[src/rtl/hdp_pkg.sv]
`timescale 1ns / 1ps
`default_nettype none
// ----------------------------------------------------------------------------
// hdp_pkg: HID descriptor usage parser shared types
// Item header fields, parse phases and the result record.
// ----------------------------------------------------------------------------
package hdp_pkg;

  typedef enum logic [1:0] {
    PH_HEADER    = 2'd0,
    PH_DATA      = 2'd1,
    PH_LONG_LEN  = 2'd2,
    PH_LONG_SKIP = 2'd3
  } phase_e;

  // item types (header bits 3:2)
  localparam logic [1:0] ITEM_MAIN   = 2'd0;
  localparam logic [1:0] ITEM_GLOBAL = 2'd1;
  localparam logic [1:0] ITEM_LOCAL  = 2'd2;
  localparam logic [1:0] ITEM_LONG   = 2'd3;

  // item tags (header bits 7:4)
  localparam logic [3:0] TAG_COLLECTION = 4'hA;
  localparam logic [3:0] TAG_END_COLL   = 4'hC;
  localparam logic [3:0] TAG_LONG       = 4'hF;
  localparam logic [3:0] TAG_USAGE      = 4'h0;  // Usage Page for global, Usage for local

  localparam int unsigned DEPTH_W = 13;
  localparam logic [DEPTH_W-1:0] DEPTH_LIMIT = 13'd8191;

  localparam logic RESULT_USAGE  = 1'b0;
  localparam logic RESULT_STATUS = 1'b1;

  typedef struct packed {
    logic        kind;
    logic [15:0] page;
    logic [15:0] usage;
    logic        malformed;
    logic        fin;
  } result_t;

  // data bytes that follow a short item header
  function automatic logic [2:0] size_bytes(input logic [1:0] code);
    logic [2:0] n;
    case (code)
      2'd0:    n = 3'd0;
      2'd1:    n = 3'd1;
      2'd2:    n = 3'd2;
      default: n = 3'd4;
    endcase
    return n;
  endfunction

endpackage
`default_nettype wire

[src/rtl/hid_descriptor_usage_parser_top.sv]
`timescale 1ns / 1ps
`default_nettype none
// ----------------------------------------------------------------------------
// hid_descriptor_usage_parser_top: top-level usage finder for HID descriptors
// Decodes a report descriptor byte stream and reports top-level collections.
// ----------------------------------------------------------------------------
// Usage:
//   Slave side takes one descriptor byte per request (tdata), tlast on the
//   final byte. Master side returns results: tuser = kind (0 usage pair,
//   1 end-of-descriptor status), tlast set on the status result.
//   Each byte is decoded in the cycle it is accepted; its results are
//   registered in the result queue. One byte per cycle is sustained while
//   the receiver keeps up; when the last byte completes a top-level
//   Collection item, the pair and the status are queued together, pair first.
//   A four-entry result queue sits between the sides, so the slave side stays
//   ready while up to two results wait on a stalled receiver; it drops ready
//   once three or more are queued and resumes as the receiver drains it.
//   Reset empties the queue and returns the parser to the start of a
//   descriptor; after each status result the parser also returns there.
//   Pairs reported before a malformed status are to be discarded.
// ----------------------------------------------------------------------------
module hid_descriptor_usage_parser_top #(
  parameter int unsigned MAX_DESCRIPTOR_BYTES = 4096
) (
  input  wire logic        clk_i,
  input  wire logic        rst_ni,
  input  wire logic        s_axis_tvalid_i,
  output logic             s_axis_tready_o,
  input  wire logic [7:0]  s_axis_tdata_i,   // [7:0] byte_value
  input  wire logic        s_axis_tlast_i,   // last_byte
  output logic             m_axis_tvalid_o,
  input  wire logic        m_axis_tready_i,
  output logic [39:0]      m_axis_tdata_o,   // [15:0] usage page, [31:16] usage_id,
                                             // [32] malformed, [39:33] zero
  output logic             m_axis_tuser_o,   // result_kind
  output logic             m_axis_tlast_o    // final_result
);

  localparam int unsigned SEEN_W = $clog2(MAX_DESCRIPTOR_BYTES + 1);
  localparam logic [SEEN_W-1:0] SEEN_MAX = SEEN_W'(MAX_DESCRIPTOR_BYTES);

  // parser state
  hdp_pkg::phase_e           phase_q, phase_d;
  logic [7:0]                hdr_q, hdr_d;
  logic [15:0]               acc_q, acc_d;
  logic [8:0]                rem_q, rem_d;
  logic [SEEN_W-1:0]         seen_q, seen_d;
  logic [hdp_pkg::DEPTH_W-1:0] depth_q, depth_d;
  logic [15:0]               page_q, page_d;
  logic [15:0]               usage_q, usage_d;
  logic                      pend_q, pend_d;
  logic                      err_q, err_d;

  logic                      accept;
  logic                      do_finish;
  logic [7:0]                f_hdr;
  logic [15:0]               f_acc;
  logic [1:0]                f_type;
  logic [3:0]                f_tag;
  logic [1:0]                byte_idx;
  logic [2:0]                nbytes;
  logic [8:0]                skip_rem;
  logic                      emit_pair;
  logic                      emit_status;
  logic                      bad;

  hdp_pkg::result_t          res_a, res_b;
  logic [1:0]                n_wr;

  // result queue
  hdp_pkg::result_t          q_mem [4];
  logic [1:0]                wr_ptr_q, rd_ptr_q;
  logic [2:0]                cnt_q;
  logic                      pop;
  hdp_pkg::result_t          head;

  assign accept = s_axis_tvalid_i && s_axis_tready_o;
  assign s_axis_tready_o = (cnt_q <= 3'd2);

  always_comb begin
    phase_d   = phase_q;
    hdr_d     = hdr_q;
    acc_d     = acc_q;
    rem_d     = rem_q;
    seen_d    = seen_q;
    depth_d   = depth_q;
    page_d    = page_q;
    usage_d   = usage_q;
    pend_d    = pend_q;
    err_d     = err_q;
    do_finish = 1'b0;
    f_hdr     = hdr_q;
    f_acc     = acc_q;
    emit_pair = 1'b0;
    byte_idx  = 2'd0;
    nbytes    = 3'd0;
    skip_rem  = rem_q;
    bad       = 1'b0;

    if (accept && !err_q) begin
      if (seen_q >= SEEN_MAX) begin
        err_d = 1'b1;
      end else begin
        seen_d = seen_q + 1'b1;
        case (phase_q)
          hdp_pkg::PH_HEADER: begin
            hdr_d = s_axis_tdata_i;
            acc_d = '0;
            if (s_axis_tdata_i[3:2] == hdp_pkg::ITEM_LONG &&
                s_axis_tdata_i[7:4] == hdp_pkg::TAG_LONG) begin
              phase_d = hdp_pkg::PH_LONG_LEN;
            end else begin
              nbytes = hdp_pkg::size_bytes(s_axis_tdata_i[1:0]);
              rem_d  = {6'd0, nbytes};
              if (nbytes == 3'd0) begin
                do_finish = 1'b1;
                f_hdr     = s_axis_tdata_i;
                f_acc     = '0;
              end else begin
                phase_d = hdp_pkg::PH_DATA;
              end
            end
          end
          hdp_pkg::PH_DATA: begin
            // only the low two value bytes are ever used
            byte_idx = 2'(hdp_pkg::size_bytes(hdr_q[1:0]) - rem_q[2:0]);
            if (byte_idx == 2'd0) begin
              acc_d[7:0] = s_axis_tdata_i;
            end else if (byte_idx == 2'd1) begin
              acc_d[15:8] = s_axis_tdata_i;
            end
            rem_d = rem_q - 1'b1;
            if (rem_q == 9'd1) begin
              phase_d   = hdp_pkg::PH_HEADER;
              do_finish = 1'b1;
              f_acc     = acc_d;
            end
          end
          hdp_pkg::PH_LONG_LEN: begin
            rem_d   = {1'b0, s_axis_tdata_i} + 9'd1;
            phase_d = hdp_pkg::PH_LONG_SKIP;
          end
          default: begin
            if (rem_q != 9'd0) begin
              skip_rem = rem_q - 1'b1;
            end
            rem_d = skip_rem;
            if (skip_rem == 9'd0) begin
              phase_d = hdp_pkg::PH_HEADER;
            end
          end
        endcase
      end
    end

    // execute a completed short item
    f_type = f_hdr[3:2];
    f_tag  = f_hdr[7:4];
    if (do_finish) begin
      if (f_type == hdp_pkg::ITEM_MAIN) begin
        if (f_tag == hdp_pkg::TAG_END_COLL) begin
          if (depth_q == '0) begin
            err_d = 1'b1;
          end else begin
            depth_d = depth_q - 1'b1;
          end
        end else begin
          if (depth_q == '0) begin
            emit_pair = (f_tag == hdp_pkg::TAG_COLLECTION) && pend_q;
            pend_d    = 1'b0;
          end
          if (f_tag == hdp_pkg::TAG_COLLECTION) begin
            if (depth_q >= hdp_pkg::DEPTH_LIMIT) begin
              err_d = 1'b1;
            end else begin
              depth_d = depth_q + 1'b1;
            end
          end
        end
      end else if (depth_q == '0 && f_tag == hdp_pkg::TAG_USAGE) begin
        if (f_type == hdp_pkg::ITEM_GLOBAL) begin
          page_d = f_acc;
        end else if (f_type == hdp_pkg::ITEM_LOCAL) begin
          usage_d = f_acc;
          pend_d  = 1'b1;
        end
      end
    end

    emit_status = accept && s_axis_tlast_i;
    if (emit_status) begin
      bad     = err_d || (phase_d != hdp_pkg::PH_HEADER);
      // return to the start of a descriptor
      phase_d = hdp_pkg::PH_HEADER;
      hdr_d   = '0;
      acc_d   = '0;
      rem_d   = '0;
      seen_d  = '0;
      depth_d = '0;
      page_d  = '0;
      usage_d = '0;
      pend_d  = 1'b0;
      err_d   = 1'b0;
    end
  end

  // results: pair first, then status
  always_comb begin
    res_a = '{kind: hdp_pkg::RESULT_USAGE, page: page_q, usage: usage_q,
              malformed: 1'b0, fin: 1'b0};
    res_b = '{kind: hdp_pkg::RESULT_STATUS, page: 16'd0, usage: 16'd0,
              malformed: bad, fin: 1'b1};
    n_wr  = 2'(emit_pair) + 2'(emit_status);
    if (!emit_pair) begin
      res_a = res_b;
    end
  end

  always_ff @(posedge clk_i or negedge rst_ni) begin
    if (!rst_ni) begin
      phase_q <= hdp_pkg::PH_HEADER;
      hdr_q   <= '0;
      acc_q   <= '0;
      rem_q   <= '0;
      seen_q  <= '0;
      depth_q <= '0;
      page_q  <= '0;
      usage_q <= '0;
      pend_q  <= 1'b0;
      err_q   <= 1'b0;
    end else begin
      phase_q <= phase_d;
      hdr_q   <= hdr_d;
      acc_q   <= acc_d;
      rem_q   <= rem_d;
      seen_q  <= seen_d;
      depth_q <= depth_d;
      page_q  <= page_d;
      usage_q <= usage_d;
      pend_q  <= pend_d;
      err_q   <= err_d;
    end
  end

  assign pop  = m_axis_tvalid_o && m_axis_tready_i;
  assign head = q_mem[rd_ptr_q];

  always_ff @(posedge clk_i) begin
    if (n_wr != 2'd0) begin
      q_mem[wr_ptr_q] <= res_a;
    end
    if (n_wr == 2'd2) begin
      q_mem[wr_ptr_q + 2'd1] <= res_b;
    end
  end

  always_ff @(posedge clk_i or negedge rst_ni) begin
    if (!rst_ni) begin
      wr_ptr_q <= '0;
      rd_ptr_q <= '0;
      cnt_q    <= '0;
    end else begin
      wr_ptr_q <= wr_ptr_q + n_wr;
      rd_ptr_q <= rd_ptr_q + 2'(pop);
      cnt_q    <= cnt_q + 3'(n_wr) - 3'(pop);
    end
  end

  assign m_axis_tvalid_o = (cnt_q != 3'd0);
  assign m_axis_tdata_o  = {7'd0, head.malformed, head.usage, head.page};
  assign m_axis_tuser_o  = head.kind;
  assign m_axis_tlast_o  = head.fin;

endmodule
`default_nettype wire
[config.mk]
export PLATFORM = sky130hd
export DESIGN_NAME = hid_descriptor_usage_parser_top
export DESIGN_NICKNAME = d
export VERILOG_FILES = /design/src/rtl/hdp_pkg.sv /design/src/rtl/hid_descriptor_usage_parser_top.sv
export SDC_FILE = /design/constraint.sdc
export NUM_CORES = 1
export LEC_CHECK = 0
export BUFFER_PORTS_ARGS = -buffer_cell sky130_fd_sc_hd__clkbuf_2
export CORE_ASPECT_RATIO = 1.1
export CORE_MARGIN = 2
export CORE_UTILIZATION = 61
export CTS_CLUSTER_DIAMETER = 120
export DETAILED_ROUTE_END_ITERATION = 6
export GPL_TIMING_DRIVEN = 0
export PLACE_DENSITY = 0.79
export SYNTH_ARGS = -nofsm -noshare
export SYNTH_HDL_FRONTEND = slang
export SYNTH_SLANG_ARGS = --single-unit
export TNS_END_PERCENT = 20
[constraint.sdc]
create_clock -name clk_i -period 5 [get_ports clk_i]
set_input_delay 0.75 -clock clk_i [delete_from_list [all_inputs] [get_ports clk_i]]
set_output_delay 0.75 -clock clk_i [all_outputs]
set_load 0.005 [all_outputs]
# After elaboration in Yosys (flattened, before gate mapping)
# Memories as Yosys holds them, arrays and structs flattened.
# Cells that the tools add are included.
[totals] output_inout_bits=44 regBits=102 mem_bits_rw=140 inputBits=13 mem_count=1 wordCells=197
[mem_list] name="q_mem" depth=4 width=35 read_ports=1 rd_ports_with_merged_regs=0 wr=2 line_no="hid_descriptor_usage_parser_top.sv:71" rtl="hdp_pkg::result_t q_mem [4];"
[op_classes] n_reduce_logical=42 add_sub_neg=12 n_lt_le_gt_ge=3 mux=102 n_eq_ne=24
[ops] op="2-to-1 mux 16 bit" count=19
[ops] op="2-to-1 mux 13 bit" count=10
[ops] op="2-to-1 mux 8 bit" count=12
[ops] op="2-to-1 mux 9 bit" count=8
[ops] op="one-hot mux 16 bit (2 select lines)" count=2
[ops] op="2-to-1 mux 35 bit" count=1
[ops] op="2-to-1 mux 1 bit" count=31
[ops] op="one-hot mux 9 bit (3 select lines)" count=1
[ops] op="adder 13 x 1 -> 13 bit (second input constant)" count=2
[ops] op=">= comparator 13 bit (second input constant)" count=2
[ops] op="2-to-1 mux 2 bit" count=10
[ops] op="nonzero test 2 bit" count=9
[ops] op="inequality test 3 bit (second input constant)" count=5
[ops] op="nonzero test 3 bit" count=5
[ops] op="logical NOT 13 bit" count=1
[ops] op="subtractor 13 x 1 -> 13 bit (second input constant)" count=1
[ops] op="equality test 2 bit (second input constant)" count=6
[ops] op="equality test 4 bit (second input constant)" count=3
[ops] op="2-to-1 mux 3 bit" count=4
[ops] op="one-hot mux 2 bit (3 select lines)" count=2
[ops] op="equality test 2 x 1 -> 1 bit (second input constant)" count=5
[ops] op="logical NOT 2 bit" count=5
[ops] op="AND reduction 5 bit" count=2
[ops] op="adder 8 x 1 -> 9 bit (second input constant)" count=1
[ops] op="26 further kinds" count=36

# Longest topological paths before layout
[depth] word_depth=22 ltp_mapped=16 mapped_depth_nobuf=14

# Worst setup path after synthesis
# Ideal clock, no wire load.
[synth_timing] path_kind="input -> register" startpoint="input s_axis_tdata_i[0]" endpoint="register depth_q[12] (netlist bit)" n_path_buf=1 cell_stages=14 t_arrival_ns=4.920 t_required_ns=4.913 setup_time_ns=0.087 path_slack_ns=-0.007 cell_sequence="clkbuf_1 inv_1 ha_1 o21ai_1 nor2_1 o31ai_1 ha_1 a211oi_1 o21a_1 nor3_1 a311o_1 and4_1 a2111o_1 nor3_1"
[synth_between] elab_chain_len=17 elab_cells_between_ends=32 cone_classes="eq/ne (6); mux (19); reduce/logical (7)"
[synth_lines] item="start, declared" line_no="hid_descriptor_usage_parser_top.sv:29" rtl="input wire logic [7:0] s_axis_tdata_i,"
[synth_lines] item="equality test 2 bit, or another cell as far along" line_no="hdp_pkg.sv:45" rtl="case (code)"
[synth_lines] item="one-hot mux 3 bit (3 select lines) *" line_no="hdp_pkg.sv:45"
[synth_lines] item="2-to-1 mux 3 bit *" line_no="hid_descriptor_usage_parser_top.sv:109" rtl="if (s_axis_tdata_i[3:2] == hdp_pkg::ITEM_LONG &&"
[synth_lines] item="2-to-1 mux 3 bit *" line_no="hid_descriptor_usage_parser_top.sv:105" rtl="case (phase_q)"
[synth_lines] item="2-to-1 mux 3 bit *" line_no="hid_descriptor_usage_parser_top.sv:101" rtl="if (seen_q >= SEEN_MAX) begin"
[synth_lines] item="2-to-1 mux 3 bit *" line_no="hid_descriptor_usage_parser_top.sv:100" rtl="if (accept && !err_q) begin"
[synth_lines] item="logical NOT 3 bit *" line_no="hid_descriptor_usage_parser_top.sv:115" rtl="if (nbytes == 3'd0) begin"
[synth_lines] item="2-to-1 mux 8 bit" line_no="hid_descriptor_usage_parser_top.sv:115"
[synth_lines] item="2-to-1 mux 8 bit" line_no="hid_descriptor_usage_parser_top.sv:109"
[synth_lines] item="2-to-1 mux 8 bit" line_no="hid_descriptor_usage_parser_top.sv:105"
[synth_lines] item="2-to-1 mux 8 bit" line_no="hid_descriptor_usage_parser_top.sv:101"
[synth_lines] item="2-to-1 mux 8 bit" line_no="hid_descriptor_usage_parser_top.sv:100"
[synth_lines] item="equality test 4 bit" line_no="hid_descriptor_usage_parser_top.sv:161" rtl="if (f_tag == hdp_pkg::TAG_END_COLL) begin"
[synth_lines] item="2-to-1 mux 13 bit" line_no="hid_descriptor_usage_parser_top.sv:161"
[synth_lines] item="2-to-1 mux 13 bit" line_no="hid_descriptor_usage_parser_top.sv:160" rtl="if (f_type == hdp_pkg::ITEM_MAIN) begin"
[synth_lines] item="2-to-1 mux 13 bit" line_no="hid_descriptor_usage_parser_top.sv:159" rtl="if (do_finish) begin"
[synth_lines] item="2-to-1 mux 13 bit" line_no="hid_descriptor_usage_parser_top.sv:191" rtl="if (emit_status) begin"
[synth_lines] item="end signal, assigned" line_no="hid_descriptor_usage_parser_top.sv:237" rtl="depth_q <= depth_d;"
[synth_lines] item="end, declared" line_no="hid_descriptor_usage_parser_top.sv:48" rtl="logic [hdp_pkg::DEPTH_W-1:0] depth_q, depth_d;"
# Mark *: on every way between the ends. The rest lies on a longest branch, timed or not. The select of a mux whose other input is x is not followed.
# A chain may end at the register's enable or synchronous reset.

==> results.md <==
- # hold bufs at CTS: 0
- Layout Skew: roughly 13 ps
- Routability Congestion: around 0.91
- Vias in the first global route: 9392
- Clock-pin slew on the worst setup and hold paths: 60 ps
- Crit path launch: s_axis_tdata_i[0]
- Clock Latency Late Sink: 520 ps
- Startpoint types: input pin
- Met2 WL: around 14 mm
- Slowest-stage cell, CP: a31oi_1
- TritonCTS Buffers: 25
- Final setup fails: 0
- I/O pin total: 57
- Worst-case reg-to-reg path depth: 12
- Final Hold Fails: 0
- RSZ-0062 raised after global routing: no
- Global-route wire length before repair: 47.5 mm
- Largest net degree at the start of global routing: 68
- Diode count: 0
- Post-route ant nets: 0
- Initial antenna violation count: 0
- Met1 WL: 11.8 mm
- Max-cap violations: 0
- CP max FO: 10
- Number of synthesized register bits: 238
- Die Wd: about 130 um
- Total placed cells including tap cells: ~1.5k
- CTS root buf: clkbuf_16
- DR top layer: met4
- Initial DRC Count: 680
- Dpl ws: -615 ps
- Part of the power in combinational logic: a little under a third
- Setup TNS: 0 ps
- Core box area: 0.0183 sq mm
- Sequential share of the synthesized area: 46.6%
- Fin crit share: 93.7%
- Setup slack after layout: ~310 ps
- Residual DRC: 0
- Final Routed Wirelength: between 20 and 30 mm
- Die area: 0.0198 sq mm
- VDD IR-drop max: 0.408 mV
- FMAX: around 0.21 GHz
- DR vias: 9388
- Relative slew slack: about a tenth
- Fin util: 70.3%
- Share of layout cells above drive strength 1: 15.8%
- Max-slew violation count: 0
- Total track usage: between 20% and 30%
- Row count: 52
- Worst Path Arrival: 4930 ps
- Mapped Cells: 1192
- Post-synthesis async set-or-reset flop share: approximately 43%
- DRT Pass-1 Iters: 5
- Wire per inst: 18.7 um
- Yosys top cell by area: dfxtp_1
- Critical Path Sink Type: flip-flop
- Pint: about 4.0 mW
- Status: finished, final reports clean
- FF-to-FF Start: cnt_q[1]
- Clock share of power: 31.4%
- Worst Hold Class: in2async
- Synthesized area: 0.0114 sq mm
- Final cell count without fillers: 1539
- Post-synth EDFFs: 4
- Die H: 147 um
- Pwr per Cell Area: 469 mW/mm^2
- Layout Nets: around 1.3k
- Cell with the most instances on the worst path: clkbuf_1
- Grt ovf: 0
- Reg2reg setup slack: 520 ps
- Most frequent cells in the layout: nand2_1 (212), o21ai_0 (134), dfxtp_1 (132)
- Most common cell after layout, fill and taps aside: nand2_1
- Starting Density: 62.2%
- P_sw: 2.06 mW
- Slew @ Worst Pin: 1350 ps
- IO buf count: 46
- Area grow syn2layout: 13.1%
- LEAKAGE: 5.35 nW
- Fin crit period: 4690 ps
- Clock Sinks: 238
- H-tree Lvls: 1
- WP data required: 5250 ps
- Syn_area_per_cell: approximately 9.6 sq um
- Max clock buf depth: 3
- CTS tree: built
- Largest cells by area after synthesis: dfxtp_1 (23%), dfrtp_1 (22%), nand2_1 (7.0%), mux4_2 (6.7%), o21ai_0 (5.9%)
- Crit path to: q_mem[2][1]
- Yosys cell types: 70
- DP HPWL: between 15 and 20 mm
- # fillers: 1414
- Yosys warnings: 0
- Top_reg_cell synth: dfxtp_1
- Flop pwr share: 38.7%
- Worst path cell trace: clkbuf_2 -> clkbuf_1 -> inv_1 -> ha_1 -> o21ai_1 -> nor2_1 -> a21oi_1 -> nor3_2 -> ha_1 -> clkbuf_1 -> inv_1 -> nor3_1 -> a31oi_1 -> clkbuf_1 -> nor3_1
- Post-synth top area share: a little under a quarter
- DR vias/cell: 6.10
- RR Endpoint: q_mem[2][1]
- Metal3 WL: 1.59 mm
- Total power: 6.05 mW
- Sw Share: between 30% and 40%
- Slowest cell delay on critical path: 610 ps
- Crit Path Class: in2reg
==> layout make-up <==
cell class / instances / area (sq um) / area share, %
inverters: 30 / 113 / 0.873
plain buffers: 79 / 392 / 3.04
repair buffers: 53 / 305 / 2.37
well taps: 243 / 304 / 2.36
multi-input cells: 851 / 5630 / 43.6
clock buffers: 37 / 773 / 5.99
clock inverters: 8 / 72.6 / 0.562
flip-flops and latches: 238 / 5320 / 41.2
==> cell usage after synthesis (8+ instances only) <==
master and count:
mux2_2 33, nand2_1 212, and3_1 8, a22oi_1 17, nor3_1 20, a21oi_1 32, nand4_1 8, clkbuf_1 48
nand3_1 17, o21ai_0 134, ha_1 28, nor4_1 16, nor2_1 68, mux4_2 34, o21ai_1 34, a22o_1 26
xor2_1 14, buf_2 10, dfrtp_1 102, nand2b_1 9, dfxtp_1 132, buf_4 8, xnor2_1 19, inv_1 28
a211oi_1 9
==> worst max-delay path, delay by kind of cell <==
kind,cells,cell delay (ps)
fa+ha+maj,2,580
compound gates,3,1470
buf+inv,6,1450
simple gates,4,670
==> state kept, by name, indices dropped and copies added, names as in the netlist <==
register  cells
q_mem       136
acc_q        16
page_q       16
usage_q      16
depth_q      13
seen_q       13
rem_q         9
hdr_q         8
cnt_q         3
phase_q       2
rd_ptr_q      2
wr_ptr_q      2
err_q         1
pend_q        1
==> power groups by stage <==
stage,Clock (mW),Sequential [mW],Combinational (mW)
3_3_place_gp,0,2.36,1.74
2_1_floorplan,0,2.31,1.36
6_report,1.90,2.34,1.82
5_1_grt,2.00,2.36,2.02
3_5_place_dp,0,2.37,1.79
4_1_cts,1.91,2.33,1.81
==> routing by layer <==
metal | vias up | track usage, %
li1 | 4434 | -
met1 | 4539 | 38.0
met2 | 337 | 51.4
met3 | 78 | 3.94
met4 | 0 | 10.2
met5 | - | 0
==> repair_timing <==
| action | in CTS | in global routing |
|---|---|---|
| pin swaps | 0 | 1 |
| buffers inserted | 0 | 6 |
| setup endpoints to repair | 1 | 1 |
| hold endpoints to repair | 0 | 0 |
| resized for setup | 1 | 0 |
==> how the worst min path moves through the flow <==
stage / from / endpoint / slack [ps] / depth (start not counted)
after global routing: rst_ni / depth_q[9] / 280 / 1
final: rst_ni / seen_q[8] / 250 / 1
after global placement: q_mem[1][9] / q_mem[1][9] / 430 / 2
after CTS: rst_ni / rem_q[3] / 250 / 1
after detailed placement: q_mem[2][29] / q_mem[2][29] / 440 / 2
after floorplan: q_mem[2][10] / q_mem[2][10] / 420 / 2
==> cells by family (layout without fill, tap and decap cells) <==
group	Yosys count	after routing	synth area share [%]
AO/OA/AOI/OAI	303	303	16.2
XOR/XNOR	33	33	2.53
adder cells (fa/ha/maj)	30	30	3.42
buffers and inverters	109	207	4.42
flip-flops	238	238	46.6
multiplexers	70	70	10.2
other	1	7	0.0329
AND/OR/NAND/NOR	408	408	16.6
==> through the flow <==
stage	cell area (sq um)	hold WS, ps
detailed placement	12000	438
finish	12900	248
floorplan	11400	420
CTS	12900	254
global placement	12000	429
global route	12900	281
Note: power is estimated with default switching activity, not from simulation.
